File: src/design/assert_macros.svh
// Assertion macros shared by the slot table RTL
`ifndef ASSERT_MACROS_SVH
`define ASSERT_MACROS_SVH
`ifndef SYNTH
`define CHK_ALWAYS(label, clk, rst, cond, msg) \
   label: assert property (@(posedge clk) disable iff (rst) (cond)) else $error(msg);
`define CHK_NEXT(label, clk, rst, ante, cons, msg) \
   label: assert property (@(posedge clk) disable iff (rst) (ante) |=> (cons)) else $error(msg);
`else
`define CHK_ALWAYS(label, clk, rst, cond, msg)
`define CHK_NEXT(label, clk, rst, ante, cons, msg)
`endif
`endif

File: src/design/lbst_pkg.sv
// Types and constants for the lifetime bundle slot table
package lbst_pkg;
   localparam int SLOT_COUNT = 16;
   localparam int CW = $clog2(SLOT_COUNT + 1);
   localparam int IW = (SLOT_COUNT > 1) ? $clog2(SLOT_COUNT) : 1;

   typedef enum logic [2:0] {
      OP_SAVE   = 3'd0,
      OP_DELETE = 3'd1,
      OP_READ   = 3'd2,
      OP_PRUNE  = 3'd3,
      OP_CLEAR  = 3'd4
   } opcode_type;

   typedef enum logic [1:0] {
      ST_OK        = 2'd0,
      ST_DUPLICATE = 2'd1,
      ST_NO_ROOM   = 2'd2,
      ST_NOT_FOUND = 2'd3
   } status_type;

   typedef enum logic [1:0] {
      CAUSE_EXPIRED = 2'd0,
      CAUSE_EVICTED = 2'd1,
      CAUSE_DELETE  = 2'd2
   } cause_type;

   typedef enum logic [0:0] {
      EV_FINAL  = 1'b0,
      EV_REMOVE = 1'b1
   } event_type;

   typedef enum logic [2:0] {
      S_IDLE,
      S_FIND,
      S_PRUNE,
      S_EVICT,
      S_CLEAR,
      S_FINAL
   } state_type;

   typedef struct packed {
      logic [31:0] id;
      logic [31:0] rtime;
      logic [31:0] life;
   } slot_type;

   typedef struct packed {
      logic          remove;
      logic          append;
      logic [CW-1:0] idx;
   } chain_ctl_type;
endpackage

File: src/design/lbst_cell.sv
// One slot cell: holds a bundle and takes its neighbor's on removal
module lbst_cell
   import lbst_pkg::*;
(
   input  logic     clock,
   input  logic     shift_en,
   input  logic     load_en,
   input  slot_type neighbor,
   input  slot_type fresh,
   output slot_type slot
);
   slot_type slot_ff;

   // load a new bundle, or close the gap left by a removal
   always_ff @(posedge clock) begin
      if (load_en) begin
         slot_ff <= fresh;
      end else if (shift_en) begin
         slot_ff <= neighbor;
      end
   end

   assign slot = slot_ff;
endmodule

File: src/design/lbst_chain.sv
// Row of slot cells with shift-on-remove and append control
module lbst_chain
   import lbst_pkg::*;
(
   input  logic          clock,
   input  chain_ctl_type ctl,
   input  slot_type      fresh,
   output slot_type      rd_slot
);
   slot_type slots [SLOT_COUNT];
   slot_type nbrs  [SLOT_COUNT];

   for (genvar g = 0; g < SLOT_COUNT; g++) begin : g_cell
      logic shift_en;
      logic load_en;
      assign shift_en = ctl.remove && (CW'(g) >= ctl.idx);
      assign load_en  = ctl.append && (CW'(g) == ctl.idx);
      if (g == SLOT_COUNT - 1) begin : g_tail
         assign nbrs[g] = '0;
      end else begin : g_mid
         assign nbrs[g] = slots[g + 1];
      end
      lbst_cell u_cell (
         .clock    (clock),
         .shift_en (shift_en),
         .load_en  (load_en),
         .neighbor (nbrs[g]),
         .fresh    (fresh),
         .slot     (slots[g])
      );
   end

   // read the slot under the scan index
   assign rd_slot = slots[ctl.idx[IW-1:0]];
endmodule

File: config.mk
export PLATFORM = sky130hd
export DESIGN_NAME = lbst_chain
export DESIGN_NICKNAME = d
export VERILOG_FILES = /design/src/design/assert_macros.svh /design/src/design/lbst_pkg.sv /design/src/design/lbst_cell.sv /design/src/design/lbst_chain.sv
export SDC_FILE = /design/constraint.sdc
export NUM_CORES = 2
export LEC_CHECK = 0
export BUFFER_PORTS_ARGS = -buffer_cell sky130_fd_sc_hd__buf_2
export CAP_MARGIN = 10
export CORE_UTILIZATION = 61
export DETAILED_ROUTE_END_ITERATION = 8
export PLACE_DENSITY_LB_ADDON = 0.12
export SYNTH_ARGS = -nofsm -noshare
export SYNTH_HDL_FRONTEND = slang
export SYNTH_SLANG_ARGS = --single-unit
File: constraint.sdc
create_clock -name clock -period 22 [get_ports clock]
set_clock_uncertainty 0.05 [all_clocks]
set_input_delay 1.1 -clock clock [delete_from_list [all_inputs] [get_ports clock]]
set_output_delay 1.1 -clock clock [all_outputs]
set_load 0.01 [all_outputs]
==> qor.csv <==
metric,value,unit
most frequent cell after synthesis,edfxtp_1,
worst r2r dst,g_cell[7].u_cell.slot[33]$_DFFE_PP_,
Worst setup EP type,output port,
H-tree depth,4,
cell breakdown of the critical path,buf_8 -> buf_4 -> buf_4 -> buf_4 -> mux4_2 -> a22oi_1 -> nand2_1 -> buf_2,
RSZ-0062 raised after global routing,no,
total track usage,33.5,%
fmax,158,MHz
hold_sp,g_cell[6].u_cell.slot[74]$_DFFE_PP_,
Multi-input gate area,28100,um2
Ys Warns,0,
remaining antenna violation count,0,
Power Dens Cells,78.7,nW/um2
Post-Syn Area,75800,um2
area growth from synthesis to layout,9.57,%
max-cap violations,0,
Hold Path Cell Cnt,1,
io pins,200,
Clock Tree Buf Depth,3,
"EDFF count, synth",1536,
Hold Path Class,reg -> reg,
DRC viols,0,
critical path class,in -> out,
IO Port Bufs,199,
vias in the first global route,43300,
clock slew at reported path FFs,60,ps
"area leader, netlist",edfxtp_1,
reg2reg setup slack,20970,ps
Min-Delay Endpoint,g_cell[5].u_cell.slot[74]$_DFFE_PP_,
WL final,209,mm
max reg flops,1536,
TNS Setup,0,ps
Layout fillers,8199,
CTS Hold Bufs,0,
reg-to-reg critical path startpoint,g_cell[8].u_cell.slot[33]$_DFFE_PP_,
clk_lat worst skew,780,ps
RePlAce Congestion,0.765,
DR vias,42600,
detailed-placement wirelength estimate,103,mm
worst-path fanout max,55,
initial antenna violation count,23,
pin count of the biggest net entering global routing,142,
gr ovfl total,0,
CP Launch Type,primary input,
Worst Path Required,20850,ps
crit share post-route,28.7,%
cell count after synthesis,4231,
Commonest cells post-synth,"1536 x edfxtp_1, 1411 x mux2_2, 380 x mux4_2, 210 x buf_2, 191 x a22oi_1",
post-synth top area share,60.9,%
Seq cells post-synth,1536,
cell count of the worst reg-to-reg path,1,
clock sinks,1536,
nets,4389,
Post-CTS Resized,0,
main flop type after synthesis,edfxtp_1,
first-pass GRT wire length,303,mm
Initial Util,61.9,%
CTS Buf Count,162,
Core ar.,123000,um2
"Hold Vio Cnt, Final",0,
drt initial violations,5394,
Max-slew headroom,14.9,%
DIE AREA,126000,um2
chip width,354,um
crit path time final,6320,ps
Crit path top cell by count,buf_4,
Slew @ Worst Pin,1280,ps
TritonRoute pass-1 iters,5,
CTS root buf,clkbuf_16,
CP startpoint,ctl[0],
crit path DAT,5170,ps
WHS,514,ps
Peak VDD IR,76.5,uV
site row count,128,
Synth cell types,42,
status,finished clean,
Critical Path Slowest Stage Cell,buf_4,
"Avg Cell Area, Syn",17.9,um2
Synth area leaders,"edfxtp_1 61%, mux2_2 21%, mux4_2 11%",
Synth Net Count,4335,
postcts setup bufs,0,
Critical Path Max Stage Delay,850,ps
die height,354,um
Final Max Slew Viols,0,
P_leak,27.3,nW
CTS tree,yes,
layout cell share with drive strength beyond 1,53.4,%
vias per cell,7.06,
Routed wire per std cell,34.7,um
sequential share of the synthesized area,60.9,%
flip-flop and latch area,46100,um2
Setup-failing EPs final,0,
ys async rst share,0,%
[metal layers]
metal / track usage [%] / share of wire, % / vias to the layer above / routed length [um]
li1: - / - / 17400 / -
met1: 46.9 / 39 / 22600 / 81200
met2: 53.5 / 48 / 2300 / 101000
met3: 7.57 / 10 / 376 / 21500
met4: 9.01 / 2.5 / 26 / 5320
met5: 0 / 0.068 / - / 143
[worst max path at each step]
stage / end / cells past startpoint / slack, ps
2_1_floorplan: g_cell[6].u_cell.slot[0]$_DFFE_PP_ / 5 / 4290
3_3_place_gp: rd_slot[91] / 8 / 15630
3_5_place_dp: rd_slot[91] / 8 / 15610
4_1_cts: rd_slot[91] / 8 / 15620
5_1_grt: rd_slot[91] / 8 / 15380
6_report: rd_slot[91] / 8 / 15680
[cell usage in the layout, fill, tap and decap left out, types with 3 or more instances in the layout]
cell and instances:
edfxtp_1 1536, mux2_2 1411, mux4_2 380, buf_2 197
a22oi_1 191, clkbuf_16 165, nand2_1 102, and2_1 98
buf_4 85, clkbuf_1 38, clkinv_1 36, mux2_4 27
clkinv_2 17, bufinv_16 11, nand2_4 9, inv_6 9
diode_2 8, a21oi_1 8, nor2_1 6, mux2i_1 5
buf_12 5, nand2b_1 4, nor2b_1 4, o21ai_0 4
clkinvlp_4 4, nor2_4 3, nor4_2 3, a31oi_1 3
clkinv_8 3
[worst max-delay path, delay by kind of cell]
| family | cells | cell delay [ps] |
|---|---|---|
| compound gates | 1 | 250 |
| buf+inv | 5 | 2850 |
| mux | 1 | 590 |
| simple gates | 1 | 200 |
[through the flow]
stage	utilization, %	instance area [um2]	setup WS, ps	power [W]	cells
after floorplan	-	75800	4290	0.00375	4231
after global placement	63.7	78000	15630	0.00393	5746
after detailed placement	63.7	78000	15610	0.00393	5746
after CTS	67.8	83000	15620	0.00656	6031
after global routing	67.8	83000	15380	0.00670	6033
final	67.8	83000	15680	0.00654	6039
[area by class of cell]
| class | count | share of cell area [%] |
|---|---|---|
| Sequential cell | 1536 | 55.5 |
| Multi-Input combinational cell | 2295 | 33.8 |
| Clock buffer | 203 | 5.14 |
| Tap cell | 1625 | 2.45 |
| Timing Repair Buffer | 289 | 2.11 |
| Clock inverter | 82 | 0.888 |
| Antenna cell | 8 | 0.0241 |
| Inverter | 1 | 0.00452 |
[where the power goes]
part           leakage, nW  internal (W)  switching (W)
sequential            13.9       0.00332      0.0000398
combinational         11.0      0.000210       0.000309
clock                 2.43       0.00150        0.00116
[cell families (layout without fill, tap and decap cells)]
group | count (synthesis) | after routing | synth area share (%)
and+or+nand+nor | 251 | 251 | 1.71
buffers and inverters | 400 | 575 | 2.41
other | 0 | 8 | 0
AOI/OAI and AO/OA | 219 | 219 | 2.12
DFF | 1536 | 1536 | 60.9
muxes | 1825 | 1825 | 32.9
Note: power is estimated with default switching activity, not from simulation.
